--- config.mk ---
export PLATFORM = sky130hd
export DESIGN_NAME = flma_core
export DESIGN_NICKNAME = d
export VERILOG_FILES = /design/src/flma_pkg.sv /design/src/flma_core.sv
export SDC_FILE = /design/constraint.sdc
export NUM_CORES = 1
export LEC_CHECK = 0
export BUFFER_PORTS_ARGS = -buffer_cell sky130_fd_sc_hd__buf_2
export CAP_MARGIN = 20
export CORE_ASPECT_RATIO = 1.2
export CORE_MARGIN = 1.5
export CORE_UTILIZATION = 44
export DETAILED_ROUTE_END_ITERATION = 16
export HOLD_SLACK_MARGIN = 0.15
export PLACE_DENSITY = 0.72
export SYNTH_ARGS = -nofsm -noshare
export SYNTH_HDL_FRONTEND = slang
export SYNTH_SLANG_ARGS = --single-unit
export TNS_END_PERCENT = 50
--- constraint.sdc ---
create_clock -name clk -period 2.85 [get_ports clk]
set_clock_uncertainty 0.1 [all_clocks]
set_input_delay 0.285 -clock clk [delete_from_list [all_inputs] [get_ports clk]]
set_output_delay 0.285 -clock clk [all_outputs]
set_load 0.03 [all_outputs]
--- src/flma_pkg.sv ---
`timescale 1ns / 1ps
`default_nettype none
// ----------------------------------------------------------------------------
// Flash LED mode arbiter package
// Shared types, codes and arithmetic constants for the arbiter blocks.
// ----------------------------------------------------------------------------
package flma_pkg;

  localparam int MA_W      = 11;  // milliamp register width
  localparam int CODE_W    = 12;  // drive code width
  localparam int LEVEL_W   = 3;   // request level index width
  localparam int CFG_IDX_W = 2;   // configuration register index width
  localparam int BASE_W    = 8;   // 2*mA/25 fits in eight bits
  localparam int NUM_W     = 18;  // scaled numerator before the final divide
  localparam int PROD1_W   = 23;  // (2*mA) times reciprocal of 25
  localparam int PROD3_W   = 39;  // numerator times reciprocal of 79 or 15

  // Division by 25 as a multiply by ceil(2^15/25) and a shift; exact for 2*mA < 4096.
  localparam int RECIP_25  = 1311;
  localparam int SHIFT_25  = 15;

  // Flash level: (base*1000 + 78) / 79, torch and preflash: (base*200 + 14) / 15.
  localparam int FLASH_SCALE = 1000;
  localparam int FLASH_ROUND = 'h4E;
  localparam int TORCH_SCALE = 200;
  localparam int TORCH_ROUND = 'h0E;

  // Both final divides share one shift of 24: ceil(2^24/79) and ceil(2^19/15) << 5.
  localparam int RECIP_79    = 212370;
  localparam int RECIP_15_SH = 34953 * 32;
  localparam int DIV_SHIFT   = 24;

  typedef enum logic [1:0] {
    MODE_OFF      = 2'd0,
    MODE_TORCH    = 2'd1,
    MODE_PREFLASH = 2'd2,
    MODE_FLASH    = 2'd3
  } mode_t;

  typedef enum logic [1:0] {
    ST_DONE      = 2'd0,
    ST_BAD_MOVE  = 2'd1,
    ST_BAD_INDEX = 2'd2,
    ST_IGNORED   = 2'd3
  } status_t;

  typedef enum logic [CFG_IDX_W-1:0] {
    CFG_TORCH    = 2'd0,
    CFG_PREFLASH = 2'd1,
    CFG_FLASH    = 2'd2,
    CFG_NONE     = 2'd3
  } cfg_idx_t;

  // Requester codes.
  localparam logic REQ_CAMERA = 1'b0;
  localparam logic REQ_OTHER  = 1'b1;

  // Precomputed settings for one level.
  typedef struct packed {
    logic              off_req;  // milliamps are zero: the level means off
    logic [CODE_W-1:0] code;     // drive code for the level
  } lvl_cfg_t;

  typedef struct packed {
    lvl_cfg_t torch;
    lvl_cfg_t preflash;
    lvl_cfg_t flash;
  } cfg_set_t;

  // Everything reported for one request.
  typedef struct packed {
    mode_t             led_mode;
    logic [CODE_W-1:0] torch_drive;
    logic [CODE_W-1:0] flash_drive;
    logic              flash_supply_on;
    logic              torch_supply_on;
    logic              camera_owns;
    logic              other_owns;
    status_t           status;
  } res_t;

endpackage
`default_nettype wire

--- src/flma_core.sv ---
`timescale 1ns / 1ps
`default_nettype none
// ----------------------------------------------------------------------------
// Arbiter state and transition logic
// Holds mode, ownership, drive codes and supply enables, and works out the
// next values for one request.
// ----------------------------------------------------------------------------
module flma_core
  import flma_pkg::*;
(
  input  wire logic               clk,
  input  wire logic               rst_n,
  input  wire logic               commit,
  input  wire logic               req_type,
  input  wire logic [LEVEL_W-1:0] level_index,
  input  wire cfg_set_t           cfg_set,
  output      res_t               res
);

  mode_t             mode_r, mode_nxt;
  logic              cam_r, cam_nxt;
  logic              oth_r, oth_nxt;
  logic [CODE_W-1:0] tcode_r, tcode_nxt;
  logic [CODE_W-1:0] fcode_r, fcode_nxt;
  logic              fsup_r, fsup_nxt;
  logic              tsup_r, tsup_nxt;
  status_t           status;
  mode_t             lvl;
  lvl_cfg_t          sel;
  logic              off_req;
  logic              do_on;
  logic              ok_off;

  assign lvl = mode_t'(level_index[1:0]);

  always_comb begin
    unique case (lvl)
      MODE_TORCH:    sel = cfg_set.torch;
      MODE_PREFLASH: sel = cfg_set.preflash;
      MODE_FLASH:    sel = cfg_set.flash;
      default:       sel = '{off_req: 1'b1, code: '0};
    endcase
    off_req = sel.off_req;
    ok_off  = (req_type == REQ_OTHER) ? (!cam_r && oth_r) : (cam_r != oth_r);
  end

  always_comb begin
    mode_nxt  = mode_r;
    cam_nxt   = cam_r;
    oth_nxt   = oth_r;
    tcode_nxt = tcode_r;
    fcode_nxt = fcode_r;
    fsup_nxt  = fsup_r;
    tsup_nxt  = tsup_r;
    status    = ST_DONE;
    do_on     = 1'b0;

    priority if (level_index[LEVEL_W-1]) begin
      status = ST_BAD_INDEX;
    end else if (off_req) begin
      if (ok_off) begin
        unique case (mode_r)
          MODE_PREFLASH: begin
            tcode_nxt = '0;
            mode_nxt  = MODE_OFF;
          end
          MODE_TORCH: begin
            tcode_nxt = '0;
            mode_nxt  = MODE_OFF;
            tsup_nxt  = 1'b0;
          end
          MODE_FLASH: begin
            fcode_nxt = '0;
            mode_nxt  = MODE_OFF;
            fsup_nxt  = 1'b0;
          end
          default: ;
        endcase
        if (req_type == REQ_OTHER) begin
          oth_nxt = 1'b0;
        end else begin
          cam_nxt = 1'b0;
        end
      end else begin
        status = ST_IGNORED;
      end
    end else if (req_type == REQ_OTHER) begin
      if (!cam_r && !oth_r) begin
        do_on   = 1'b1;
        oth_nxt = 1'b1;
      end else begin
        status = ST_IGNORED;
      end
    end else begin
      do_on = 1'b1;
      if (!cam_r) begin
        oth_nxt = 1'b0;
        cam_nxt = 1'b1;
      end
    end

    if (do_on) begin
      unique case (lvl)
        MODE_FLASH: begin
          if (mode_r == MODE_OFF || mode_r == MODE_PREFLASH) begin
            if (mode_r == MODE_PREFLASH) begin
              tcode_nxt = '0;
            end
            fcode_nxt = sel.code;
            mode_nxt  = MODE_FLASH;
          end else begin
            status = ST_BAD_MOVE;
          end
        end
        MODE_PREFLASH: begin
          if (mode_r == MODE_OFF || mode_r == MODE_TORCH) begin
            mode_nxt  = MODE_PREFLASH;
            fsup_nxt  = 1'b1;
            tcode_nxt = sel.code;
          end else if (mode_r != MODE_PREFLASH) begin
            status = ST_BAD_MOVE;
          end
        end
        MODE_TORCH: begin
          if (mode_r == MODE_OFF) begin
            mode_nxt  = MODE_TORCH;
            tsup_nxt  = 1'b1;
            tcode_nxt = sel.code;
          end else if (mode_r != MODE_TORCH) begin
            status = ST_BAD_MOVE;
          end
        end
        default: ;
      endcase
    end
  end

  always_ff @(posedge clk) begin
    if (!rst_n) begin
      mode_r  <= MODE_OFF;
      cam_r   <= 1'b0;
      oth_r   <= 1'b0;
      tcode_r <= '0;
      fcode_r <= '0;
      fsup_r  <= 1'b0;
      tsup_r  <= 1'b0;
    end else if (commit) begin
      mode_r  <= mode_nxt;
      cam_r   <= cam_nxt;
      oth_r   <= oth_nxt;
      tcode_r <= tcode_nxt;
      fcode_r <= fcode_nxt;
      fsup_r  <= fsup_nxt;
      tsup_r  <= tsup_nxt;
    end
  end

  always_comb begin
    res.led_mode        = mode_nxt;
    res.torch_drive     = tcode_nxt;
    res.flash_drive     = fcode_nxt;
    res.flash_supply_on = fsup_nxt;
    res.torch_supply_on = tsup_nxt;
    res.camera_owns     = cam_nxt;
    res.other_owns      = oth_nxt;
    res.status          = status;
  end

  // Only one user can hold the LED at a time.
  a_single_owner: assert property (@(posedge clk) disable iff (!rst_n)
    !(cam_r && oth_r))
    else $error("both users hold the LED");

  // The torch channel is dark whenever the mode is off or full flash.
  a_torch_dark: assert property (@(posedge clk) disable iff (!rst_n)
    (mode_r == MODE_OFF || mode_r == MODE_FLASH) |-> (tcode_r == '0))
    else $error("torch code left set outside torch and preflash");

  // The flash channel carries a code exactly while the mode is full flash.
  a_flash_code: assert property (@(posedge clk) disable iff (!rst_n)
    (mode_r == MODE_FLASH) == (fcode_r != '0))
    else $error("flash code out of step with flash mode");

  // A request that is ignored or has an undefined level leaves the whole state untouched.
  a_refused_hold: assert property (@(posedge clk) disable iff (!rst_n)
    commit && (status == ST_IGNORED || status == ST_BAD_INDEX) |=>
      $stable(mode_r) && $stable(cam_r) && $stable(oth_r) && $stable(tcode_r) &&
      $stable(fcode_r) && $stable(fsup_r) && $stable(tsup_r))
    else $error("refused request changed the state");

endmodule
`default_nettype wire

## Word-level counts from Yosys, hierarchy flattened

Index checks and enable logic that the tools add are counted.

| storage, ports and cells | value |
|---|---|
| bits of input ports | 46 |
| register bits | 30 |

| operators by class | value |
|---|---|
| eq/ne operators | 9 |
| muxes and demuxes | 70 |
| reduce and logical (&&, ||, !) cells | 9 |

Operators with widths:

| kind | count |
|---|---|
| two-way mux 12 bit | 16 |
| one-hot mux 13 bit (3 select lines) | 1 |
| two-way mux 2 bit | 19 |
| one-hot mux 12 bit (3 select lines) | 1 |
| two-way mux 1 bit | 31 |
| one-hot mux 2 bit (3 select lines) | 2 |
| == test 2 bit, second input constant | 4 |
| == test 2 x 1 -> 1 bit, second input constant | 2 |
| OR reduction 3 bit | 1 |
| logical AND 1 bit | 2 |
| zero test 1 bit | 2 |
| zero test 2 bit | 1 |
| logical OR 1 bit | 2 |
| != test 2 x 1 -> 1 bit, second input constant | 1 |
| != test 2 bit, second input constant | 1 |
| OR reduction 2 bit | 1 |
| != test 1 bit | 1 |

## Logic depth before layout (Yosys ltp)

Gate-level depths: netlist of the first run.

| logic depth | value |
|---|---|
| depth after elaboration | 10 |
| gate-level depth with buffers | 8 |
| mapped depth without buffers | 7 |

## Worst setup path before layout of the first run

OpenSTA, ideal clock, no wires.

| path | value |
|---|---|
| path kind | register to output |
| start | register cam_r |
| end | output port res[18] in the netlist's numbering |
| path slack | 0.435 ns |
| stages on the path, launching flop included | 9 |
| arrival time | 2.030 ns |
| path through | dfxtp_1 -> inv_1 -> ha_1 -> mux2i_1 -> a2111oi_4 -> nand2_1 -> and2_4 -> buf_6 -> a22o_1 |

RTL lines:

| element | RTL line | text |
|---|---|---|
| start: declaration | flma_core.sv:21 | `logic cam_r, cam_nxt;` |
| start signal: assignment | flma_core.sv:149 | `cam_r <= cam_nxt;` |
| end: declaration | flma_core.sv:17 | `output res_t res` |

==> impl_metrics.ini, run 1 <==
[status]
outcome = finished clean

[worst_hold_path]
worst_hold_path_type = input port to register
hp-start = commit

[global_route]
grt_usage_pct = 24.5
grt-ovfl-total = 0
grt_pass1_vias = 2156
grt_first_pass_wirelength_um = 9950
antenna_found_initial = 0
grt_max_degree = 41

[sta]
relSlewSlack_pct = 27.7
tightest_slew_ns = 1.07
timing.fmax_ghz = 0.359
finalHoldViolCount = 0
period_share_pct = 97.7
drv_slew = 0
post-route-min-period_ns = 2.78
setup_viol = 0

[die]
row_count = 27
start_util_pct = 46.0
ios = 78
die_w_um = 66.5
dieArea_um2 = 5270
design.core.area_um2 = 4630
die_h_um = 79.2

[cts]
path_clk_slew_ns = 0.07
cts_made_buffers = 5
htree_levels = 2
cts_tree = built
clockBufferDepth = 2
root_buffer = clkbuf_8
cts_sinks = 30
clock_latency_ns = 0.29

[final_layout]
antenna_cells = 0
syn2layout_area_growth_pct = 26.2
fin_nets = 412
nFillCells = 422
final_util_pct = 58.0
drive_above_1_share_pct = 30.8

[job]
maxCapViolCount = 0

[setup_path]
end_kind = output pin
path_class = register to output pin
cp_slowest_cell = a2111oi_4
worstPathMaxFanout = 12
max_stage_delay_ns = 0.39
start_kind = register
critPathLaunch = oth_r$_SDFFE_PN0P_
r2r-start = cam_r$_SDFFE_PN0P_
path_cells = inv_1 -> ha_4 -> mux2i_2 -> a2111oi_4 -> buf_4 -> nand2_1 -> and2_4 -> a22o_1 -> buf_2
critical_path_required_ns = 2.47
arrival_ns = 2.40

[yosys]
synth.distinct_cells = 42
synthArstFlopShare_pct = 0
yosys_warnings = 0
synth_top_area_cell = dfxtp_1
ys_seq_area_share_pct = 28.2
syn-cell-area_um2 = 2130
synth.most_common_cell = nand2_1
netlist_top_cells_count = nand2_1, dfxtp_1, o21ai_0
synth_flop_cell = dfxtp_1
ys_ff_latch = 30
yosysTopAreaCellShare_pct = 28.2
synth.area.top_cells = dfxtp_1, nand2_1, a22o_1
synth_edf_count = 0
avgSynthCellArea_um2 = 7.47
syn_inst = 285
syn_nets = 338

[power]
p_leak_nw = 1.22
p_per_area_nw_per_um2 = 410
irDropWorstVdd_mv = 0.235
finalPower_mw = 1.10

[route]
first_pass_iters = 4
drc = 0
wl_per_cell_um = 15.3
drtAntennaViolNets = 0
vias = 2375
wl_um = 6380
drtIter0Drc = 181
via_per_inst = 5.68

[placement]
place.gp.congestion = 0.878
numPortBuffers = 77
dpl.hpwl_um = 4730
==> worst paths after layout <==
| path | endpoint | slack, ns | cells past startpoint |
|---|---|---|---|
| worst max-delay path | res[29] | 0.07 | 9 |
| worst min-delay path | mode_r[1]$_SDFFE_PN0P_ | 0.26 | 2 |
| worst max register to register | tcode_r[3]$_SDFFE_PN0P_ | 0.33 | 8 |
| worst min register to register | tcode_r[0]$_SDFFE_PN0P_ | 0.36 | 2 |
==> metrics by stage <==
stage	setup WS, ns	instance area, µm²	hold slack [ns]	instances	setup TNS [ns]
finish	0.0657	2690	0.261	418	0
global route	-0.000933	2690	0.291	418	-0.000933
CTS	0.0357	2660	0.250	417	0
detailed placement	0.0116	2560	0.354	409	0
global placement	0.139	2560	0.344	409	0
floorplan	0.435	2130	0.336	285	0
==> placed cells by master (no fill, tap or decap), types with 2 or more instances in the layout <==
| cell type | instances |
|---|---|
| a211oi_1 | 3 |
| a21o_1 | 4 |
| a21oi_1 | 7 |
| a22o_1 | 25 |
| a31oi_1 | 2 |
| buf_2 | 77 |
| buf_4 | 14 |
| clkbuf_8 | 6 |
| dfxtp_1 | 29 |
| ha_1 | 6 |
| inv_1 | 9 |
| mux2i_1 | 13 |
| nand2_1 | 73 |
| nand2b_1 | 4 |
| nand3_1 | 2 |
| nor2_1 | 10 |
| nor2b_1 | 4 |
| nor3_1 | 5 |
| nor4_2 | 2 |
| o21ai_0 | 27 |
| o22ai_1 | 12 |
==> repair_timing <==
action | 4_1_cts | 5_1_grt
hold buffers | 0 | 0
pin swaps | 1 | 1
gates resized for setup | 2 | 4
buffers inserted | 0 | 1
endpoints found under the setup margin | 24 | 24
==> where the power goes <==
part	total [mW]	leakage, nW	internal (mW)	switching, mW
Combinational	0.305	0.926	0.113	0.192
Sequential	0.435	0.243	0.428	0.00701
Clock	0.361	0.0482	0.195	0.167
==> kinds of logic after synthesis <==
| family | after synthesis | share of synthesized area (%) |
|---|---|---|
| AO/OA/AOI/OAI | 94 | 31.3 |
| adder cells (fa/ha/maj) | 7 | 4.12 |
| buffers and inverters | 33 | 7.47 |
| flip-flops | 30 | 28.2 |
| multiplexers | 15 | 7.11 |
| AND/OR/NAND/NOR | 106 | 21.8 |
==> area by class of cell <==
cell class	instances	area (µm²)	area share [%]
inverter	9	33.8	1.26
tap	58	72.6	2.70
clock inverter	1	5.00	0.186
timing repair buffer	91	490	18.3
sequential	30	604	22.5
multi-input combinational	222	1390	51.9
clock buffer	7	86.3	3.21
==> worst max-delay path, delay by kind of cell (launching register included) <==
kind / cells / cell delay [ns]
and+or+nand+nor: 2 / 0.27
DFF: 1 / 0.38
AOI/OAI and AO/OA: 2 / 0.65
buffers and inverters: 3 / 0.45
adders and majority gates: 1 / 0.28
muxes: 1 / 0.09
==> registers in the layout (all words and copies together), names as in the netlist <==
register and count:
fcode_r 12, tcode_r 12, mode_r 2, cam_r 1, fsup_r 1, oth_r 1
tsup_r 1
==> metal layers <==
layer,global-route usage [%],up-vias,part of all wire [%]
li1,-,1160,-
met1,30.1,1079,42
met2,41.2,115,48
met3,3.54,21,6.2
met4,11.8,0,3.8
met5,0,-,0
Note: power is estimated with default switching activity, not from simulation.
==> run 2, diff against run 1 <==
==> constraint.sdc (replaced) <==
create_clock -name clk -period 3.6 [get_ports clk]
set_clock_uncertainty 0.1 [all_clocks]
set_input_delay 0.18 -clock clk [delete_from_list [all_inputs] [get_ports clk]]
set_output_delay 0.18 -clock clk [all_outputs]
set_load 0.03 [all_outputs]
==> run 2 against run 1 <==
Against the previous run:
- via count fell by 2.5%
- setup slack improved by 0.75 ns
- largest power group unchanged
- cell area fell by 3.3%
- register-to-register slack improved by 0.95 ns
- die area did not move
- critical endpoint is now res[23]
- clock power fell by 25%
- count of clock-buffer cells in the layout fell by 1
- utilization fell by 1.9 points
- final cell count fell by 2.2%
==> impl_metrics.ini, run 2 (synthesized netlist as in run 1, its figures left out) <==
[status]
outcome = finished clean

[placement]
dpl.hpwl_um = 4540
numPortBuffers = 77
dpl_worst_slack_ns = 1.04
post-place-cells = 402
dpl_cell_area_um2 = 2510
place.gp.congestion = 0.952

[die]
design.core.area_um2 = 4630
die_h_um = 79.2
row_count = 27
start_util_pct = 46.0
ios = 78
dieArea_um2 = 5270
die_w_um = 66.5

[cts]
htree_levels = 2
clock_latency_ns = 0.28
cts_tree = built
root_buffer = clkbuf_8
cts_sinks = 30
path_clk_slew_ns = 0.06
cts_made_buffers = 5
clockBufferDepth = 2

[route]
vias = 2315
drtAntennaViolNets = 0
drtIter0Drc = 192
drc = 0
dr.max_layer_used = met4
wl_per_cell_um = 15.0
wl_met3_um = 433
via_per_inst = 5.66
wl_um = 6150
wl_met1_um = 2590
first_pass_iters = 4
wl_met2_um = 2990

[final_layout]
final_common_cell = buf_2
largestRegisters = fcode_r (12), tcode_r (12), mode_r (2)
antenna_cells = 0
fin_nets = 405
drive_above_1_share_pct = 27.6
layout_common_cells = buf_2, nand2_1, dfxtp_1, o21ai_0, a22o_1
stdcell_count = 409
stdcell_area_um2 = 2600
syn2layout_area_growth_pct = 22.1

[sta]
period_share_pct = 77.2
drv_slew = 0
setup_viol = 0
relSlewSlack_pct = 48.3
timing.fmax_ghz = 0.360
setup_ws_ns = 0.820
finalHoldViolCount = 0
post-route-min-period_ns = 2.78
tightest_slew_ns = 0.756
rsz0062_at_grt = false
setup_tns_ns = 0

[setup_path]
reg2reg_slack_ns = 1.28
path_class = register to output pin
start_kind = register
end_kind = output pin
path_buf_inv = 2
worstPathMaxFanout = 12
max_stage_delay_ns = 0.54
critical_path_required_ns = 3.32
arrival_ns = 2.50
cp_slowest_cell = a2111oi_4
crit_family = compound AO/OA/AOI/OAI gates
path_cells = inv_1 -> ha_1 -> mux2i_1 -> a2111oi_4 -> nand2_1 -> and2_4 -> a22o_1 -> buf_2

[job]
maxCapViolCount = 0

[worst_hold_path]
worst_hold_path_type = input port to register

[global_route]
grt_usage_pct = 24.5
antenna_found_initial = 0
grt_max_degree = 42
grt-ovfl-total = 0
grt_pass1_vias = 2143
grt_first_pass_wirelength_um = 10000

[power]
irDropWorstVdd_mv = 0.176
p_leak_nw = 1.18
finalPower_mw = 0.841
p_per_area_nw_per_um2 = 324
[run 2: final cells by class]
cell class,instances,area (µm²)
Fill cell,436,2030
Multi-Input combinational cell,222,1370
Sequential cell,30,601
Timing Repair Buffer,84,440
Clock buffer,6,82.6
Tap cell,58,72.6
Inverter,9,33.8
[run 2: report_power, final]
group	switching (mW)	internal [mW]	total, mW
clock network	0.123	0.147	0.270
logic	0.146	0.0804	0.227
registers	0.00555	0.339	0.344
[run 2: final timing paths]
check / start / endpoint / cells after the start
hold / removal: cfg_set[30] / tcode_r[4]$_SDFFE_PN0P_ / 5
setup reg to reg: mode_r[0]$_SDFFE_PN0P_ / fcode_r[10]$_SDFFE_PN0P_ / 7
hold reg to reg: tcode_r[4]$_SDFFE_PN0P_ / tcode_r[4]$_SDFFE_PN0P_ / 2
setup / recovery: cam_r$_SDFFE_PN0P_ / res[23] / 8
[run 2: stage by stage]
step           utilization (%)  hold slack (ns)
2_1_floorplan                -            0.336
3_3_place_gp              54.1            0.349
3_5_place_dp              54.1            0.359
4_1_cts                   56.2            0.282
5_1_grt                   56.2            0.316
6_report                  56.2            0.287
[run 2: per-layer routing]
layer	track usage, %	vias up
met3	4.11	14
li1	-	1150
met1	31.8	1036
met2	40.0	115
met5	0	-
met4	9.80	0
[run 2: what timing repair did]
action | CTS | global route
hold endpoints to repair | 1 | 0
hold buffers | 1 | 0
setup buffers | 0 | 0
resized for setup | 0 | 0
[run 2: worst reg2reg max path: stages, from the launching register on]
cell and delay [ns]:
dfxtp_1 0.36, inv_1 0.12, ha_1 0.31, o211ai_1 0.17, nor4_2 0.22, buf_4 0.27
a32o_1 0.47, o22ai_1 0.17
==> run 3, diff against run 2 <==
Clock period 3.6 ns to 2.8 ns, I/O delays scaled along.
==> run 3 against run 2 <==
Against the previous run:
- sequential share of layout area decreased by 0.42 points
- global-route usage is 1.0 points lower
- clock power up 60%
- critical path type unchanged
- non-clock buffer count increased by 3
- largest power group unchanged
- utilization increased by 1.2 points
- largest cell class unchanged
- total power grew 39%
- register-to-register slack worse by 0.76 ns
- first-iteration DRC count rose by 0.52%
- die area is the same
- highest routed layer unchanged
- combinational power is 30% higher
==> impl_metrics.ini, run 3 (synthesized netlist as in run 1, its figures left out) <==
[status]
outcome = finished clean

[final_layout]
multi_input_area_um2 = 1370
largestRegisters = fcode_r (12), tcode_r (12), mode_r (2)
final_common_cell = buf_2
nFillCells = 433
drive_above_1_share_pct = 29.2
antenna_cells = 0
layout_common_cells = buf_2, nand2_1, dfxtp_1, o21ai_0, a22o_1
syn2layout_area_growth_pct = 24.6
fin_nets = 408
seq_area_um2 = 602
final_util_pct = 57.3

[cts]
clock_latency_ns = 0.28
cts_made_buffers = 5
path_clk_slew_ns = 0.07
htree_levels = 2
clockBufferDepth = 2
cts_tree = built
cts_sinks = 30
root_buffer = clkbuf_8

[die]
start_util_pct = 46.0
ios = 78
dieArea_um2 = 5270
design.core.area_um2 = 4630
die_w_um = 66.5
row_count = 27
die_h_um = 79.2

[setup_path]
r2r-start = mode_r[0]$_SDFFE_PN0P_
reg2reg_slack_ns = 0.52
r2r_end = fcode_r[3]$_SDFFE_PN0P_
critical_path_required_ns = 2.56
arrival_ns = 2.43
reg2reg_depth = 7
start_kind = register
end_kind = output pin
worstPathMaxFanout = 12
path_class = register to output pin

[sta]
period_share_pct = 95.3
drv_slew = 0
holdWs_ns = 0.259
rsz0062_at_grt = false
timing.fmax_ghz = 0.375
relSlewSlack_pct = 48.7
setup_viol = 0
post-route-min-period_ns = 2.67
setup_tns_ns = 0
setup_ws_ns = 0.130
tightest_slew_ns = 0.762
finalHoldViolCount = 0

[route]
wl_met2_um = 3080
wl_per_cell_um = 15.0
dr.max_layer_used = met4
first_pass_iters = 4
wl_met3_um = 427
drtIter0Drc = 193
drtAntennaViolNets = 0
wl_um = 6220
drc = 0
vias = 2326
via_per_inst = 5.62
wl_met1_um = 2600

[job]
maxCapViolCount = 0

[global_route]
grt_pass1_vias = 2044
grt_usage_pct = 23.5
grt_first_pass_wirelength_um = 9520
grt-ovfl-total = 0
antenna_found_initial = 0
grt_max_degree = 41

[placement]
place.gp.congestion = 0.866
dpl_worst_slack_ns = 0.165
dpl.hpwl_um = 4640
numPortBuffers = 77

[power]
finalPower_mw = 1.17
p_leak_nw = 1.21
p_per_area_nw_per_um2 = 441
irDropWorstVdd_mv = 0.267

[worst_hold_path]
min_path_cells = 5
worst_hold_path_type = input port to register
holdPathEnd = tcode_r[4]$_SDFFE_PN0P_
hp-start = cfg_set[30]
run 3: area by class of cell:
| cell class | instances | share of cell area [%] |
|---|---|---|
| timing repair buffer | 87 | 17.5 |
| clock inverter | 3 | 1.51 |
| clock buffer | 5 | 2.59 |
| sequential | 30 | 22.7 |
| multi-input combinational | 222 | 51.7 |
| inverter | 9 | 1.27 |
| tap | 58 | 2.74 |
run 3: worst max path at each step:
stage / slack [ns] / endpoint / startpoint
6_report: 0.13 / res[20] / cam_r$_SDFFE_PN0P_
3_3_place_gp: 0.21 / res[8] / cam_r$_SDFFE_PN0P_
2_1_floorplan: 0.53 / res[18] / cam_r$_SDFFE_PN0P_
4_1_cts: 0.06 / res[27] / cam_r$_SDFFE_PN0P_
5_1_grt: 0.03 / res[20] / cam_r$_SDFFE_PN0P_
3_5_place_dp: 0.16 / res[10] / cam_r$_SDFFE_PN0P_
run 3: worst max-delay path: stages (launching register included):
cell and delay [ns]:
dfxtp_2 0.37, inv_1 0.07, ha_1 0.29, mux2i_1 0.12
a2111oi_4 0.39, buf_4 0.21, nand2_1 0.07, and2_4 0.21
a22o_1 0.25, buf_2 0.18
run 3: metal layers:
| metal | track usage [%] | up-vias |
|---|---|---|
| li1 | - | 1154 |
| met1 | 29.3 | 1056 |
| met2 | 39.8 | 108 |
| met3 | 4.11 | 8 |
| met4 | 8.78 | 0 |
| met5 | 0 | - |
run 3: metrics by stage:
| stage | std cells | area (µm²) |
|---|---|---|
| 4_1_cts | 413 | 2640 |
| 2_1_floorplan | 285 | 2130 |
| 5_1_grt | 414 | 2650 |
| 3_3_place_gp | 404 | 2520 |
| 6_report | 414 | 2650 |
| 3_5_place_dp | 404 | 2520 |
run 3: what timing repair did:
| item | 4_1_cts | 5_1_grt |
|---|---|---|
| buffers inserted | 0 | 0 |
| hold endpoints to repair | 2 | 0 |
| resized for setup | 1 | 1 |
| endpoints found under the setup margin | 12 | 13 |
| hold buffers | 1 | 0 |
run 3: where the power goes:
group          internal [mW]  switching, mW  leakage [nW]  total [mW]
clock                  0.262          0.169        0.0579       0.431
combinational          0.106          0.190         0.906       0.296
sequential             0.436        0.00674         0.243       0.442
total                  0.803          0.366          1.21        1.17
