**src/flma_pkg.sv**
```systemverilog
`timescale 1ns / 1ps
`default_nettype none
// ----------------------------------------------------------------------------
// Flash LED mode arbiter package
// Shared types, codes and arithmetic constants for the arbiter blocks.
// ----------------------------------------------------------------------------
package flma_pkg;

  localparam int MA_W      = 11;  // milliamp register width
  localparam int CODE_W    = 12;  // drive code width
  localparam int LEVEL_W   = 3;   // request level index width
  localparam int CFG_IDX_W = 2;   // configuration register index width
  localparam int BASE_W    = 8;   // 2*mA/25 fits in eight bits
  localparam int NUM_W     = 18;  // scaled numerator before the final divide
  localparam int PROD1_W   = 23;  // (2*mA) times reciprocal of 25
  localparam int PROD3_W   = 39;  // numerator times reciprocal of 79 or 15

  // Division by 25 as a multiply by ceil(2^15/25) and a shift; exact for 2*mA < 4096.
  localparam int RECIP_25  = 1311;
  localparam int SHIFT_25  = 15;

  // Flash level: (base*1000 + 78) / 79, torch and preflash: (base*200 + 14) / 15.
  localparam int FLASH_SCALE = 1000;
  localparam int FLASH_ROUND = 'h4E;
  localparam int TORCH_SCALE = 200;
  localparam int TORCH_ROUND = 'h0E;

  // Both final divides share one shift of 24: ceil(2^24/79) and ceil(2^19/15) << 5.
  localparam int RECIP_79    = 212370;
  localparam int RECIP_15_SH = 34953 * 32;
  localparam int DIV_SHIFT   = 24;

  typedef enum logic [1:0] {
    MODE_OFF      = 2'd0,
    MODE_TORCH    = 2'd1,
    MODE_PREFLASH = 2'd2,
    MODE_FLASH    = 2'd3
  } mode_t;

  typedef enum logic [1:0] {
    ST_DONE      = 2'd0,
    ST_BAD_MOVE  = 2'd1,
    ST_BAD_INDEX = 2'd2,
    ST_IGNORED   = 2'd3
  } status_t;

  typedef enum logic [CFG_IDX_W-1:0] {
    CFG_TORCH    = 2'd0,
    CFG_PREFLASH = 2'd1,
    CFG_FLASH    = 2'd2,
    CFG_NONE     = 2'd3
  } cfg_idx_t;

  // Requester codes.
  localparam logic REQ_CAMERA = 1'b0;
  localparam logic REQ_OTHER  = 1'b1;

  // Precomputed settings for one level.
  typedef struct packed {
    logic              off_req;  // milliamps are zero: the level means off
    logic [CODE_W-1:0] code;     // drive code for the level
  } lvl_cfg_t;

  typedef struct packed {
    lvl_cfg_t torch;
    lvl_cfg_t preflash;
    lvl_cfg_t flash;
  } cfg_set_t;

  // Everything reported for one request.
  typedef struct packed {
    mode_t             led_mode;
    logic [CODE_W-1:0] torch_drive;
    logic [CODE_W-1:0] flash_drive;
    logic              flash_supply_on;
    logic              torch_supply_on;
    logic              camera_owns;
    logic              other_owns;
    status_t           status;
  } res_t;

endpackage
`default_nettype wire

```
**src/flma_cvt.sv**
```systemverilog
`timescale 1ns / 1ps
`default_nettype none
// ----------------------------------------------------------------------------
// Milliamp to drive code converter
// Three-stage pipeline that turns each milliamp setting written for one of
// the three levels into its drive code and keeps the results.
// ----------------------------------------------------------------------------
module flma_cvt
  import flma_pkg::*;
(
  input  wire logic                 clk,
  input  wire logic                 rst_n,
  input  wire logic                 wr_en,
  input  wire logic [CFG_IDX_W-1:0] wr_idx,
  input  wire logic [MA_W-1:0]      wr_data,
  output      logic                 busy,
  output      cfg_set_t             cfg_set
);

  logic                 s1_v_r, s2_v_r;
  logic [CFG_IDX_W-1:0] s1_idx_r, s2_idx_r;
  logic [BASE_W-1:0]    s1_base_r, base_nxt;
  logic [NUM_W-1:0]     s2_num_r, num_nxt;
  logic [PROD1_W-1:0]   prod1;
  logic [BASE_W-1:0]    quot1;
  logic [PROD3_W-1:0]   prod3;
  logic [PROD3_W-DIV_SHIFT-1:0] quot3;
  logic [CODE_W-1:0]    code;
  logic                 wr_known;
  cfg_set_t             cfg_set_r;

  assign wr_known = (wr_idx == CFG_TORCH) || (wr_idx == CFG_PREFLASH) || (wr_idx == CFG_FLASH);

  // Stage one: base = 2*mA/25, less one when above one, else zero.
  always_comb begin
    prod1    = PROD1_W'({wr_data, 1'b0}) * PROD1_W'(RECIP_25);
    quot1    = prod1[SHIFT_25 +: BASE_W];
    base_nxt = (quot1 > BASE_W'(1)) ? quot1 - BASE_W'(1) : '0;
  end

  // Stage two: scale and add the rounding term for the level's formula.
  always_comb begin
    if (s1_idx_r == CFG_FLASH) begin
      num_nxt = NUM_W'(s1_base_r) * NUM_W'(FLASH_SCALE) + NUM_W'(FLASH_ROUND);
    end else begin
      num_nxt = NUM_W'(s1_base_r) * NUM_W'(TORCH_SCALE) + NUM_W'(TORCH_ROUND);
    end
  end

  // Stage three: reciprocal divide, then a floor of one.
  always_comb begin
    if (s2_idx_r == CFG_FLASH) begin
      prod3 = PROD3_W'(s2_num_r) * PROD3_W'(RECIP_79);
    end else begin
      prod3 = PROD3_W'(s2_num_r) * PROD3_W'(RECIP_15_SH);
    end
    quot3 = prod3[PROD3_W-1:DIV_SHIFT];
    code  = (quot3 == '0) ? CODE_W'(1) : quot3[CODE_W-1:0];
  end

  always_ff @(posedge clk) begin
    if (!rst_n) begin
      s1_v_r <= 1'b0;
      s2_v_r <= 1'b0;
    end else begin
      s1_v_r <= wr_en && wr_known;
      s2_v_r <= s1_v_r;
    end
  end

  always_ff @(posedge clk) begin
    s1_idx_r  <= wr_idx;
    s1_base_r <= base_nxt;
    s2_idx_r  <= s1_idx_r;
    s2_num_r  <= num_nxt;
  end

  // The off flag follows the write at once; the code lands after the stage-one and stage-two registers.
  always_ff @(posedge clk) begin
    if (!rst_n) begin
      cfg_set_r.torch    <= '{off_req: 1'b1, code: '0};
      cfg_set_r.preflash <= '{off_req: 1'b1, code: '0};
      cfg_set_r.flash    <= '{off_req: 1'b1, code: '0};
    end else begin
      if (wr_en) begin
        unique case (cfg_idx_t'(wr_idx))
          CFG_TORCH:    cfg_set_r.torch.off_req    <= (wr_data == '0);
          CFG_PREFLASH: cfg_set_r.preflash.off_req <= (wr_data == '0);
          CFG_FLASH:    cfg_set_r.flash.off_req    <= (wr_data == '0);
          default: ;
        endcase
      end
      if (s2_v_r) begin
        unique case (cfg_idx_t'(s2_idx_r))
          CFG_TORCH:    cfg_set_r.torch.code    <= code;
          CFG_PREFLASH: cfg_set_r.preflash.code <= code;
          CFG_FLASH:    cfg_set_r.flash.code    <= code;
          default: ;
        endcase
      end
    end
  end

  assign busy    = s1_v_r || s2_v_r;
  assign cfg_set = cfg_set_r;

endmodule
`default_nettype wire

```
**config.mk**
```make
export PLATFORM = sky130hd
export DESIGN_NAME = flma_cvt
export DESIGN_NICKNAME = d
export VERILOG_FILES = /design/src/flma_pkg.sv /design/src/flma_cvt.sv
export SDC_FILE = /design/constraint.sdc
export NUM_CORES = 1
export LEC_CHECK = 0
export ABC_CLOCK_PERIOD_IN_PS = 5530
export BUFFER_PORTS_ARGS = -buffer_cell sky130_fd_sc_hd__buf_2
export CORE_UTILIZATION = 59
export DETAILED_ROUTE_END_ITERATION = 10
export HOLD_SLACK_MARGIN = 0.08
export PLACE_DENSITY = 0.9
export SYNTH_ARGS = -nofsm -noshare
export SYNTH_HDL_FRONTEND = slang
export SYNTH_SLANG_ARGS = --single-unit
```
**constraint.sdc**
```tcl
create_clock -name clk -period 5.53 [get_ports clk]
set_input_delay 0 -clock clk [delete_from_list [all_inputs] [get_ports clk]]
set_output_delay 0 -clock clk [all_outputs]
set_load 0.01 [all_outputs]
```
Word-level counts from Yosys, hierarchy flattened
Index checks and enable logic that the tools add are counted.
W data, S select, Z words.
{ "word_totals": {"input_bits": 16, "output_inout_bits": 40, "word_cells": 43, "regBits": 71} }
{ "classes": {"reduce_logical": 14, "eq_ne": 5, "addsub": 3, "n_lt_le_gt_ge": 1, "mul": 5, "muxes": 3} }
{ "ops": {"columns": ["cell", "n"], "rows": [
  ["$mux W39", 1],
  ["$mul A18 B17 Y35 const B", 1],
  ["$mul A18 B16 Y34 const B", 1],
  ["$mul A11 B11 Y22 const B", 1],
  ["$add A18 B7 Y18 const B", 1],
  ["$mux W18", 1],
  ["$add A16 B4 Y17 const B", 1],
  ["$logic_not A15 Y1", 1],
  ["$mul A8 B7 Y15 const B", 1],
  ["$mul A8 B5 Y13 const B", 1],
  ["$mux W12", 1],
  ["$reduce_and A2 Y1", 6],
  ["$logic_not A11 Y1", 1],
  ["$gt A8 B1 Y1 const B", 1],
  ["$sub A8 B1 Y8 const B", 1],
  ["$eq A2 B2 Y1 const B", 3],
  ["$eq A2 B1 Y1 const B", 2],
  ["$logic_not A2 Y1", 2],
  ["$logic_or A1 B1 Y1", 3],
  ["$logic_and A1 B1 Y1", 1]
]} }

Depth between registers and ports, before layout
Gate-level depths: netlist of the first run.
{ "logic_depth": {"word_depth": 4, "mapped_depth": 24, "depth_no_buf": 24} }

Least setup slack after synthesis of the first run
OpenSTA, ideal clock, no wires.
{ "synth_path": {"kind": "register to register", "startpoint": "reg s2_num_r[16]", "endpoint": "reg cfg_set_r (netlist bit cfg_set[0])", "setup_ns": 0.074, "required_ns": 5.456, "path_stages_with_launch": 22, "slack_ns": -0.597, "arrival_ns": 6.053, "path_buffers": 0, "period_less_slack_ns": 6.127, "cell_sequence": "dfxtp_1 -> inv_1 -> ha_1 -> inv_1 -> fa_1 -> inv_1 -> fa_1 -> fa_1 -> inv_1 -> fa_1 -> ha_1 -> ha_1 -> a21o_1 -> a21o_1 -> a221o_1 -> and2_4 -> a31oi_4 -> a21oi_2 -> or4_4 -> a2111oi_4 -> nand4_2 -> a31oi_1"} }
{ "synth_between": {"elab_chain_len": 4, "elab_cells_between_ends": 5, "classes_between": "mul (2); mux (2); reduce/logical (1)"} }
{ "synth_lines": {"columns": ["element", "line", "source"], "rows": [
  ["start, declared", "flma_cvt.sv:23", "logic [NUM_W-1:0] s2_num_r, num_nxt;"],
  ["start signal, assigned", "flma_cvt.sv:75", "s2_num_r <= num_nxt;"],
  ["$mul A18 B16 Y34 or $mul A18 B17 Y35 (tied branches)", "flma_cvt.sv:55, flma_cvt.sv:53", null],
  ["$mux W39 (*)", "flma_cvt.sv:52", "if (s2_idx_r == CFG_FLASH) begin"],
  ["$logic_not A15 Y1", "flma_cvt.sv:58", "code = (quot3 == '0) ? CODE_W'(1) : quot3[CODE_W-1:0];"],
  ["$mux W12 (*)", "flma_cvt.sv:58", null],
  ["end, declared", "flma_cvt.sv:30", "cfg_set_t cfg_set_r;"]
]} }
Mark *: on every way between the ends. The rest lies on a longest branch, timed or not.
A chain may end at the register's enable or synchronous reset.

Worst setup path in the final report of the first run
Same ends and word-level chain as after synthesis.

==> metrics.md, run 1 <==
| Metric | Value |
|---|---|
| Worst path slowest cell | `fa_1` |
| WL final | `45.7 mm` |
| Rows | `57` |
| Clock buffer count from CTS | `9` |
| Critical Path Fanout Max | `4` |
| # IOs | `56` |
| Worst skew pair latency | `0.37 ns` |
| Synth-to-layout area growth | `19.4%` |
| Synth Flop Type | `dfxtp_1` |
| GR Util met2 | `0.590` |
| Ranking of synthesized cells by area | `ha_1 30%, fa_1 24%, dfxtp_1 9.4%` |
| CP Class | `flop to flop` |
| Clk_skew | `0.0183 ns` |
| Via count | `13.0k` |
| Worst Tran Pin Value | `1.61 ns` |
| Drt wl/cell | `21.7 um` |
| Place WS | `-0.683 ns` |
| Slowest stage delay, CP | `0.62 ns` |
| Reg clk slew, reported paths | `0.07 ns` |
| Max Freq | `155 MHz` |
| Routability congestion estimate | `0.955` |
| Die area | `25200 sq um` |
| Share of cells above drive strength 1 | `0.206` |
| Largest area contributor in the netlist | `ha_1` |
| Drt initial violations | `1388` |
| Clock buffer depth | `2` |
| Met3 Usage GRT | `0.0687` |
| Die span in x | `159 um` |
| Post-synth net total | `2115` |
| Buffers added on ports | `55` |
| Post-synth top area share | `0.304` |
| Pin count of the biggest net entering global routing | `31` |
| H-tree Lvls | `3` |
| Pre-antenna DRT Iters | `6` |
| Final slew viol count | `12` |
| Final hold slack | `0.346 ns` |
| DRT antenna net count | `0` |
| Worst hold-check path type | `input port to flop` |
| Cell family with the largest share of critical-path delay | `adder cells` |
| FF+latch count, synth | `68` |
| Startpoint class of the critical path | `flop` |
| Unrepaired setup endpoints after global routing | `true` |
| Initial Utilization | `0.598` |
| Vias in the first global route | `13.7k` |
| Crit-path most repeated cell | `fa_1` |
| Number of synthesized flops with an enable pin | `0` |
| Hold Fails Final Rpt | `0` |
| Failing checks | `max-capacitance violations, max-slew violations, negative setup slack` |
| Mapped cell area | `14500 sq um` |
| Met1 Use GR | `0.363` |
| Mapped Avg Cell Area | `9.24 sq um` |
| Tmin final | `6.45 ns` |
| CP cell instances | `inv_2, ha_4, inv_2, fa_1, inv_1, fa_1, fa_1, inv_1, fa_1, ha_4, ha_4, a21o_1, a21o_1, a221o_1, and2_4, a31oi_4, a21oi_2, or4_4, a2111oi_4, nand4_2, a31oi_1` |
| Slew HR | `-0.0767` |
| # DRC | `0` |
| Yosys cell types | `80` |
| Worst Path Buf+Inv | `4` |
| Initial antenna violation count | `0` |
| CTS tree | `done` |
| Period utilization | `1.17` |
| CP Capture Type | `flop` |
| Setup-failing EPs final | `23` |
| N_diodes | `0` |
| Synth Instances | `1570` |
| Max_cap viols | `1` |
| Detailed Place HPWL | `31.9 mm` |
| Arrival time worst endpoint | `6.72 ns` |
| Fill cell count | `1465` |
| Setup ws final | `-0.923 ns` |
| Total GRT Usage | `0.337` |
| Gr ovfl total | `0` |
| Ys async rst share | `0` |
| Num Clock Sinks | `68` |
| Chip Height | `159 um` |
| Run status | `complete, but fails checks` |
| DR vias/cell | `6.17` |
| Nets | `2320` |
| Root buffer cell | `clkbuf_16` |
| Area of the core | `24200 sq um` |
| Worst EP required | `5.80 ns` |
| Most Used Layer, Global Route | `met2` |
| First-pass GRT wire length | `67.3 mm` |
| Yosys warning total | `0` |
| Post-synthesis sequential area ratio | `0.0938` |
[cell usage in the layout (no fill, tap or decap), types with 12 or more instances in the layout]
| master | instances |
|---|---|
| nand3_1 | 18 |
| xnor2_1 | 43 |
| buf_4 | 145 |
| a21oi_1 | 65 |
| xor2_1 | 31 |
| inv_1 | 318 |
| fa_1 | 172 |
| nor2_1 | 80 |
| ha_4 | 25 |
| o21ai_0 | 38 |
| dfxtp_1 | 54 |
| nand4_1 | 16 |
| buf_2 | 55 |
| a31oi_1 | 12 |
| inv_2 | 17 |
| nor3_1 | 14 |
| a211oi_1 | 13 |
| nand2_1 | 82 |
| ha_1 | 326 |
| a21o_1 | 13 |
[repair_timing]
action,in CTS,in global routing
endpoints found under the setup margin,17,28
resized for setup,47,60
endpoints found under the hold margin,9,0
buffers inserted,5,10
hold buffers,5,0
pin swaps,26,18
[metrics by stage]
step | cells | cell area, sq um | TNS, ns | utilization
CTS | 2098 | 17000 | -3.32 | 0.701
detailed placement | 2072 | 16400 | -5.27 | 0.675
floorplan | 1570 | 14700 | -0.764 | -
global route | 2104 | 17300 | -12.17 | 0.715
finish | 2104 | 17300 | -8.46 | 0.715
global placement | 2072 | 16400 | -2.62 | 0.675
[worst register-to-register path: stages, from the launching register on]
cell and delay (ns):
dfxtp_4 0.38, inv_2 0.07, ha_4 0.27, inv_2 0.09, fa_1 0.63, inv_1 0.09
fa_1 0.48, fa_1 0.54, inv_1 0.05, fa_1 0.54, ha_4 0.35, ha_4 0.21
a21o_1 0.19, a21o_1 0.20, a221o_1 0.42, and2_4 0.20, a31oi_4 0.19, a21oi_2 0.09
or4_4 0.53, a2111oi_4 0.32, nand4_2 0.19, a31oi_1 0.32
[final cells by class]
| type | instances | area [sq um] | share of cell area |
|---|---|---|---|
| multi-input cells | 1142 | 12400 | 0.715 |
| repair buffers | 215 | 1540 | 0.0891 |
| flip-flops and latches | 68 | 1400 | 0.0807 |
| inverters | 339 | 1280 | 0.0740 |
| well taps | 324 | 405 | 0.0234 |
| clock buffers | 9 | 225 | 0.0130 |
| clock inverters | 7 | 75.1 | 0.00433 |
[metal layers]
layer | wire length (um) | up-vias | share of wire
met5 | 0 | - | 0
met4 | 4490 | 0 | 0.098
met3 | 3780 | 397 | 0.083
met2 | 21900 | 921 | 0.48
met1 | 15500 | 6077 | 0.34
li1 | - | 5588 | -
[kinds of logic (layout without fill, tap and decap cells)]
family	Yosys count	count (layout)	synth area share
DFF	68	68	0.0938
buffers and inverters	360	570	0.0983
muxes	11	11	0.00793
adders and majority gates	529	529	0.548
xor gates and xnor gates	81	81	0.0498
AOI/OAI and AO/OA	230	230	0.103
and+or+nand+nor	291	291	0.0994
[registers in the layout (all words and copies together), names as in the netlist]
signal,flops
s1_idx_r,2
s2_idx_r,2
cfg_set,39
s1_v_r,1
s1_base_r,8
s2_num_r,15
s2_v_r,1
[cells in the mapped netlist (9+ instances only)]
master      n
ha_1      352
inv_1     339
fa_1      177
nor2_1     85
nand2_1    83
a21oi_1    73
dfxtp_1    68
xnor2_1    48
o21ai_0    42
xor2_1     32
a211oi_1   25
nand3_1    21
nand4_1    16
nor3_1     15
a31oi_1    14
a21o_1     13
nor2b_1    12
clkbuf_1   10
and2_1      9
mux2i_1     9
o211ai_1    9
[final timing paths]
kind	start	to	depth (start not counted)	slack, ns
setup / recovery	s2_num_r[16]$_DFF_P_	cfg_set[0]$_SDFFE_PN0P_	21	-0.92
hold / removal	wr_data[10]	cfg_set[12]$_SDFFE_PN1P_	4	0.35
setup reg to reg	s2_num_r[16]$_DFF_P_	cfg_set[0]$_SDFFE_PN0P_	21	-0.92
hold reg to reg	s1_idx_r[0]$_DFF_P_	s2_idx_r[0]$_DFF_P_	0	0.42
Power of run 1 is not shown: default switching activity piles up to over one toggle a cycle in this logic, so the estimate is an artifact.
==> run 2, diff against run 1 <==
--- a/config.mk
+++ b/config.mk
@@ -11,6 +11,7 @@
 export DETAILED_ROUTE_END_ITERATION = 10
 export HOLD_SLACK_MARGIN = 0.08
 export PLACE_DENSITY = 0.9
+export SKIP_LAST_GASP = 1
 export SYNTH_ARGS = -nofsm -noshare
 export SYNTH_HDL_FRONTEND = slang
 export SYNTH_SLANG_ARGS = --single-unit
==> run 2 against run 1 <==
Against the previous run:
- the run still ends with max-capacitance violations, max-slew violations, negative setup slack left
- final area shrank 0.79%
- non-clock buffer count fell by 4
- wire length shrank 4.7%
- worst hold slack got worse by 0.010 ns
- sequential share of layout area is 0.072 points higher
- final cell count shrank 0.19%
- largest cell class unchanged
==> metrics.md, run 2 (synthesis gave the netlist of run 1 again) <==
| Metric | Value |
|---|---|
| Startpoint class of the critical path | `flop (unchanged)` |
| Chip Height | `159 um (unchanged)` |
| Arrival time worst endpoint | `6.57 ns (was 6.72 ns)` |
| Slew HR | `-0.00140 (was -0.0767)` |
| Reg clk slew, reported paths | `0.07 ns (about the same)` |
| CTS tree | `done (unchanged)` |
| Register area | `1400 sq um (about the same)` |
| Initial antenna violation count | `0 (unchanged)` |
| Initial Utilization | `0.598 (unchanged)` |
| Final slew viol count | `1 (was 12)` |
| First-pass GRT wire length | `67.6 mm (was 67.3 mm)` |
| Via count | `12.7k (was 13.0k)` |
| Hold Fails Final Rpt | `0 (unchanged)` |
| Clock buffer count from CTS | `9 (unchanged)` |
| Worst skew pair latency | `0.37 ns (about the same)` |
| Max Freq | `159 MHz (was 155 MHz)` |
| Synth-to-layout area growth | `18.5% (was 19.4%)` |
| Period utilization | `1.14 (was 1.17)` |
| Pre-antenna DRT Iters | `6 (unchanged)` |
| Num Clock Sinks | `68 (unchanged)` |
| Max_cap viols | `1 (unchanged)` |
| Buffers added on ports | `55 (unchanged)` |
| DRT antenna net count | `0 (unchanged)` |
| Fill cell count | `1495 (was 1465)` |
| N_diodes | `0 (unchanged)` |
| CP Capture Type | `flop (unchanged)` |
| Drt wl/cell | `20.7 um (was 21.7 um)` |
| Failing checks | `max-capacitance violations, max-slew violations, negative setup slack (unchanged)` |
| # IOs | `56 (unchanged)` |
| Nets | `2316 (was 2320)` |
| Worst EP required | `5.82 ns (was 5.80 ns)` |
| Die area | `25200 sq um (unchanged)` |
| Drt initial violations | `1329 (was 1388)` |
| Setup-failing EPs final | `22 (was 23)` |
| Worst hold-check path type | `input port to flop (unchanged)` |
| Clk_skew | `0.0191 ns (was 0.0183 ns)` |
| DR vias/cell | `6.04 (was 6.17)` |
| Place WS | `-0.683 ns (unchanged)` |
| Worst Tran Pin Value | `1.50 ns (was 1.61 ns)` |
| Total GRT Usage | `0.339 (was 0.337)` |
| # DRC | `0 (unchanged)` |
| Setup ws final | `-0.749 ns (was -0.923 ns)` |
| Gr ovfl total | `0 (unchanged)` |
| Run status | `complete, but fails checks (unchanged)` |
| Most common cell after layout, fill and taps aside | `ha_1 (unchanged)` |
| H-tree Lvls | `3 (unchanged)` |
| Unrepaired setup endpoints after global routing | `true (unchanged)` |
| Share of cells above drive strength 1 | `0.196 (was 0.206)` |
| Die span in x | `159 um (unchanged)` |
| Commonest non-fill, non-tap cells in the layout | `328 x ha_1, 323 x inv_1, 172 x fa_1, 147 x buf_4, 83 x nand2_1 (was 326 x ha_1, 318 x inv_1, 172 x fa_1, 145 x buf_4, 82 x nand2_1)` |
| Clock buffer depth | `2 (unchanged)` |
| WL final | `43.5 mm (was 45.7 mm)` |
| Routability congestion estimate | `0.955 (unchanged)` |
| Area of the core | `24200 sq um (unchanged)` |
| Area of the multi-input gates | `12300 sq um (was 12400 sq um)` |
| Root buffer cell | `clkbuf_16 (unchanged)` |
| Tmin final | `6.28 ns (was 6.45 ns)` |
| Detailed Place HPWL | `31.9 mm (unchanged)` |
| Pin count of the biggest net entering global routing | `31 (unchanged)` |
| Critical Path Fanout Max | `4 (unchanged)` |
| Rows | `57 (unchanged)` |
| Max reg flops | `39 (unchanged)` |
| Vias in the first global route | `13.8k (was 13.7k)` |
| CP Class | `flop to flop (unchanged)` |
-- run 2: metrics by stage --
| stage | hold WS (ns) | instance area [sq um] | utilization | TNS [ns] | cells |
|---|---|---|---|---|---|
| after global placement | 0.159 | 16400 | 0.675 | -2.62 | 2072 |
| final | 0.336 | 17200 | 0.709 | -6.96 | 2100 |
| after detailed placement | 0.162 | 16400 | 0.675 | -5.27 | 2072 |
| after global routing | 0.368 | 17200 | 0.709 | -9.65 | 2100 |
| after floorplan | 0.0277 | 14700 | - | -0.764 | 1570 |
| after CTS | 0.329 | 17000 | 0.700 | -3.43 | 2098 |
-- run 2: layer usage --
layer | GRT usage | vias to the layer above | routed length (um) | share of wire
met5 | 0 | - | 0 | 0
met4 | 0.225 | 0 | 3460 | 0.080
met3 | 0.0700 | 286 | 3000 | 0.069
met2 | 0.600 | 710 | 21500 | 0.50
met1 | 0.364 | 6107 | 15500 | 0.36
li1 | - | 5581 | - | -
-- run 2: final timing paths --
kind	startpoint	slack, ns	cells past startpoint	to
setup reg to reg	s2_num_r[11]$_DFF_P_	-0.75	21	cfg_set[0]$_SDFFE_PN0P_
hold / removal	wr_data[10]	0.34	4	cfg_set[12]$_SDFFE_PN1P_
setup / recovery	s2_num_r[11]$_DFF_P_	-0.75	21	cfg_set[0]$_SDFFE_PN0P_
hold reg to reg	s1_idx_r[0]$_DFF_P_	0.43	0	s2_idx_r[0]$_DFF_P_
-- run 2: worst max-delay path, stage by stage (launching register included) --
cell       delay [ns]
dfxtp_4          0.37
ha_4             0.28
inv_2            0.05
fa_1             0.54
inv_1            0.07
fa_1             0.47
fa_1             0.49
fa_1             0.50
inv_1            0.06
fa_1             0.56
inv_2            0.05
ha_4             0.28
and3_4           0.19
nor2b_4          0.14
o211ai_1         0.13
a311o_1          0.40
and3_4           0.20
xnor2_2          0.14
or4_4            0.56
a2111oi_4        0.31
nand4_2          0.16
a31oi_1          0.24
-- run 2: timing repair --
| item | 4_1_cts | 5_1_grt |
|---|---|---|
| setup endpoints to repair | 17 | 27 |
| pin swaps | 26 | 18 |
| buffers inserted | 5 | 4 |
| endpoints found under the hold margin | 9 | 0 |
| resized for setup | 38 | 41 |
| gates cloned | 0 | 0 |
| hold buffers | 5 | 0 |
-- run 2: final cells by class --
type,count,area share
tap,324,0.0236
clock buffer,9,0.0131
sequential,68,0.0814
inverter,339,0.0743
multi-input combinational,1142,0.716
timing repair buffer,211,0.0867
clock inverter,7,0.00437
Power of run 2 is left out for the same reason.
==> run 3, diff against run 2 <==
--- a/config.mk
+++ b/config.mk
@@ -8,9 +8,11 @@
 export ABC_CLOCK_PERIOD_IN_PS = 5530
 export BUFFER_PORTS_ARGS = -buffer_cell sky130_fd_sc_hd__buf_2
 export CORE_UTILIZATION = 59
+export CTS_CLUSTER_SIZE = 16
 export DETAILED_ROUTE_END_ITERATION = 10
 export HOLD_SLACK_MARGIN = 0.08
 export PLACE_DENSITY = 0.9
+export SKIP_CTS_REPAIR_TIMING = 1
 export SKIP_LAST_GASP = 1
 export SYNTH_ARGS = -nofsm -noshare
 export SYNTH_HDL_FRONTEND = slang
==> run 3 against run 2 <==
Against the previous run:
- the flow finishes with violations (negative setup slack)
- maximum frequency decreased by 2.2%
- worst hold slack got worse by 0.0059 ns
- utilization increased by 0.088 points
==> metrics.md, run 3 (synthesis gave the netlist of run 1 again) <==
| Metric | Value |
|---|---|
| Met2 WL | `21.9 mm (was 21.5 mm)` |
| Unrepaired setup endpoints after global routing | `true (unchanged)` |
| Reg clk slew, reported paths | `0.08 ns (was 0.07 ns)` |
| RR Endpoint | `cfg_set[13]$_SDFFE_PN0P_ (was cfg_set[0]$_SDFFE_PN0P_)` |
| Max Freq | `156 MHz (was 159 MHz)` |
| Final core occ | `0.710 (was 0.709)` |
| Synth-to-layout area growth | `18.6% (was 18.5%)` |
| Routed length on met1 | `16.0 mm (was 15.5 mm)` |
| Run status | `complete, but fails checks (unchanged)` |
| CTS tree | `done (unchanged)` |
| Buffers added on ports | `55 (unchanged)` |
| Crit-path most repeated cell | `fa_1 (unchanged)` |
| Slew HR | `0.119 (was -0.00140)` |
| Critical Path Fanout Max | `4 (unchanged)` |
| # IOs | `56 (unchanged)` |
| Arrival time worst endpoint | `6.72 ns (was 6.57 ns)` |
| Initial antenna violation count | `1 (was 0)` |
| DR WL met3 | `3.66 mm (was 3.00 mm)` |
| Slowest stage delay, CP | `0.58 ns (was 0.56 ns)` |
| Total GRT Usage | `0.319 (was 0.339)` |
| Drt initial violations | `1301 (was 1329)` |
| Worst path slowest cell | `or4_4 (was fa_1)` |
| Setup-failing EPs final | `24 (was 22)` |
| Initial Utilization | `0.598 (unchanged)` |
| Worst Setup SP | `s2_num_r[11]$_DFF_P_ (unchanged)` |
| Worst Tran Pin Value | `1.32 ns (was 1.50 ns)` |
| Worst Reg-to-Reg Cells | `20 (was 21)` |
| Die area | `25200 sq um (unchanged)` |
| Final slew viol count | `0 (was 1)` |
| First-pass GRT wire length | `64.0 mm (was 67.6 mm)` |
| Fill cell count | `1511 (was 1495)` |
| Setup ws final | `-0.893 ns (was -0.749 ns)` |
| Hold Fails Final Rpt | `0 (unchanged)` |
| CP cell instances | `ha_4, inv_4, buf_4, fa_1, inv_1, fa_1, fa_1, fa_1, ha_1, ha_4, nand2_1, o21ai_0, a31oi_1, a311o_1, and3_4, xnor2_2, or4_4, a2111oi_4, nand4_2, a31oi_1 (was ha_4, inv_2, fa_1, inv_1, fa_1, fa_1, fa_1, inv_1, fa_1, inv_2, ha_4, and3_4, nor2b_4, o211ai_1, a311o_1, and3_4, xnor2_2, or4_4, a2111oi_4, nand4_2, a31oi_1)` |
| Failing checks | `negative setup slack (was max-capacitance violations, max-slew violations, negative setup slack)` |
| Die span in x | `159 um (unchanged)` |
| Worst skew pair latency | `0.38 ns (was 0.37 ns)` |
| Drt wl/cell | `22.0 um (was 20.7 um)` |
| Nets | `2317 (was 2316)` |
| Pre-antenna DRT Iters | `7 (was 6)` |
| Num Clock Sinks | `68 (unchanged)` |
| Setup crit end | `cfg_set[13]$_SDFFE_PN0P_ (was cfg_set[0]$_SDFFE_PN0P_)` |
| Via count | `13.0k (was 12.7k)` |
| Place WS | `-0.683 ns (unchanged)` |
| Tmin final | `6.42 ns (was 6.28 ns)` |
| Pin count of the biggest net entering global routing | `31 (unchanged)` |
| Worst EP required | `5.82 ns (about the same)` |
| Period utilization | `1.16 (was 1.14)` |
| Vias in the first global route | `13.3k (was 13.8k)` |
| DRT antenna net count | `0 (unchanged)` |
| Gr ovfl total | `0 (unchanged)` |
| Share of cells above drive strength 1 | `0.199 (was 0.196)` |
| CP Capture Type | `flop (unchanged)` |
| Root buffer cell | `clkbuf_16 (unchanged)` |
| Rows | `57 (unchanged)` |
| Max Used Layer | `met5 (was met4)` |
| CP Class | `flop to flop (unchanged)` |
| Max reg flops | `39 (unchanged)` |
| Detailed Place HPWL | `31.9 mm (unchanged)` |
| Area of the core | `24200 sq um (unchanged)` |
| Clock buffer count from CTS | `9 (unchanged)` |
| RR Startpoint | `s2_num_r[11]$_DFF_P_ (unchanged)` |
| Worst hold-check path type | `input port to flop (unchanged)` |
| DR vias/cell | `6.20 (was 6.04)` |
| R2R Setup Slk | `-0.89 ns (was -0.75 ns)` |
| Commonest non-fill, non-tap cells in the layout | `325 x ha_1, 320 x inv_1, 174 x fa_1, 149 x buf_4 (was 328 x ha_1, 323 x inv_1, 172 x fa_1, 147 x buf_4, 83 x nand2_1)` |
| Clock buffer depth | `2 (unchanged)` |
| Startpoint class of the critical path | `flop (unchanged)` |
| H-tree Lvls | `3 (unchanged)` |
| Max_cap viols | `0 (was 1)` |
| WL final | `46.2 mm (was 43.5 mm)` |
| # DRC | `0 (unchanged)` |
| Clk_skew | `0.0212 ns (was 0.0191 ns)` |
| Routability congestion estimate | `0.955 (unchanged)` |
| Most common cell after layout, fill and taps aside | `ha_1 (unchanged)` |
| Chip Height | `159 um (unchanged)` |
run 3: cell types whose count changed in the layout (fill, tap and decap cells not counted), moves of 3 or more:
cell	before	now
ha_4	23	27
a21oi_2	5	8
ha_1	328	325
inv_1	323	320
run 3: final cells by class:
type | count | area, sq um | share of cell area
Antenna cell | 1 | 2.50 | 0.000145
Inverter | 339 | 1280 | 0.0745
Timing Repair Buffer | 212 | 1500 | 0.0869
Clock buffer | 9 | 225 | 0.0131
Sequential cell | 68 | 1400 | 0.0813
Clock inverter | 7 | 75.1 | 0.00436
Tap cell | 324 | 405 | 0.0235
Multi-Input combinational cell | 1142 | 12300 | 0.716
run 3: metrics by stage:
step | setup TNS, ns | hold slack (ns) | cells | area (sq um)
after floorplan | -0.764 | 0.0277 | 1570 | 14700
after global placement | -2.62 | 0.159 | 2072 | 16400
after detailed placement | -5.27 | 0.162 | 2072 | 16400
after CTS | -5.65 | -0.204 | 2088 | 16700
after global routing | -12.90 | 0.362 | 2101 | 17200
final | -9.74 | 0.330 | 2102 | 17200
run 3: critical path, delay by kind of cell, from the launching register on:
| family | cells | cell delay, ns |
|---|---|---|
| DFF | 1 | 0.37 |
| adders and majority gates | 7 | 3.01 |
| xor gates and xnor gates | 1 | 0.14 |
| and+or+nand+nor | 4 | 1.10 |
| AOI/OAI and AO/OA | 5 | 1.46 |
| buffers and inverters | 3 | 0.25 |
run 3: worst min-delay path by stage:
stage / slack (ns) / cells past startpoint / end / start
floorplan: 0.03 / 0 / s1_idx_r[0]$_DFF_P_ / wr_idx[0]
global placement: 0.16 / 1 / s1_idx_r[0]$_DFF_P_ / wr_idx[0]
detailed placement: 0.16 / 1 / s1_idx_r[0]$_DFF_P_ / wr_idx[0]
CTS: -0.20 / 1 / s1_idx_r[0]$_DFF_P_ / wr_idx[0]
global route: 0.36 / 4 / cfg_set[12]$_SDFFE_PN1P_ / wr_data[10]
finish: 0.33 / 4 / cfg_set[12]$_SDFFE_PN1P_ / wr_data[10]
run 3: layer usage:
layer | GRT usage | up-vias
met5 | 0 | -
met4 | 0.189 | 2
met3 | 0.0551 | 416
met2 | 0.567 | 821
met1 | 0.356 | 6209
li1 | - | 5579
Power of run 3 is left out for the same reason.
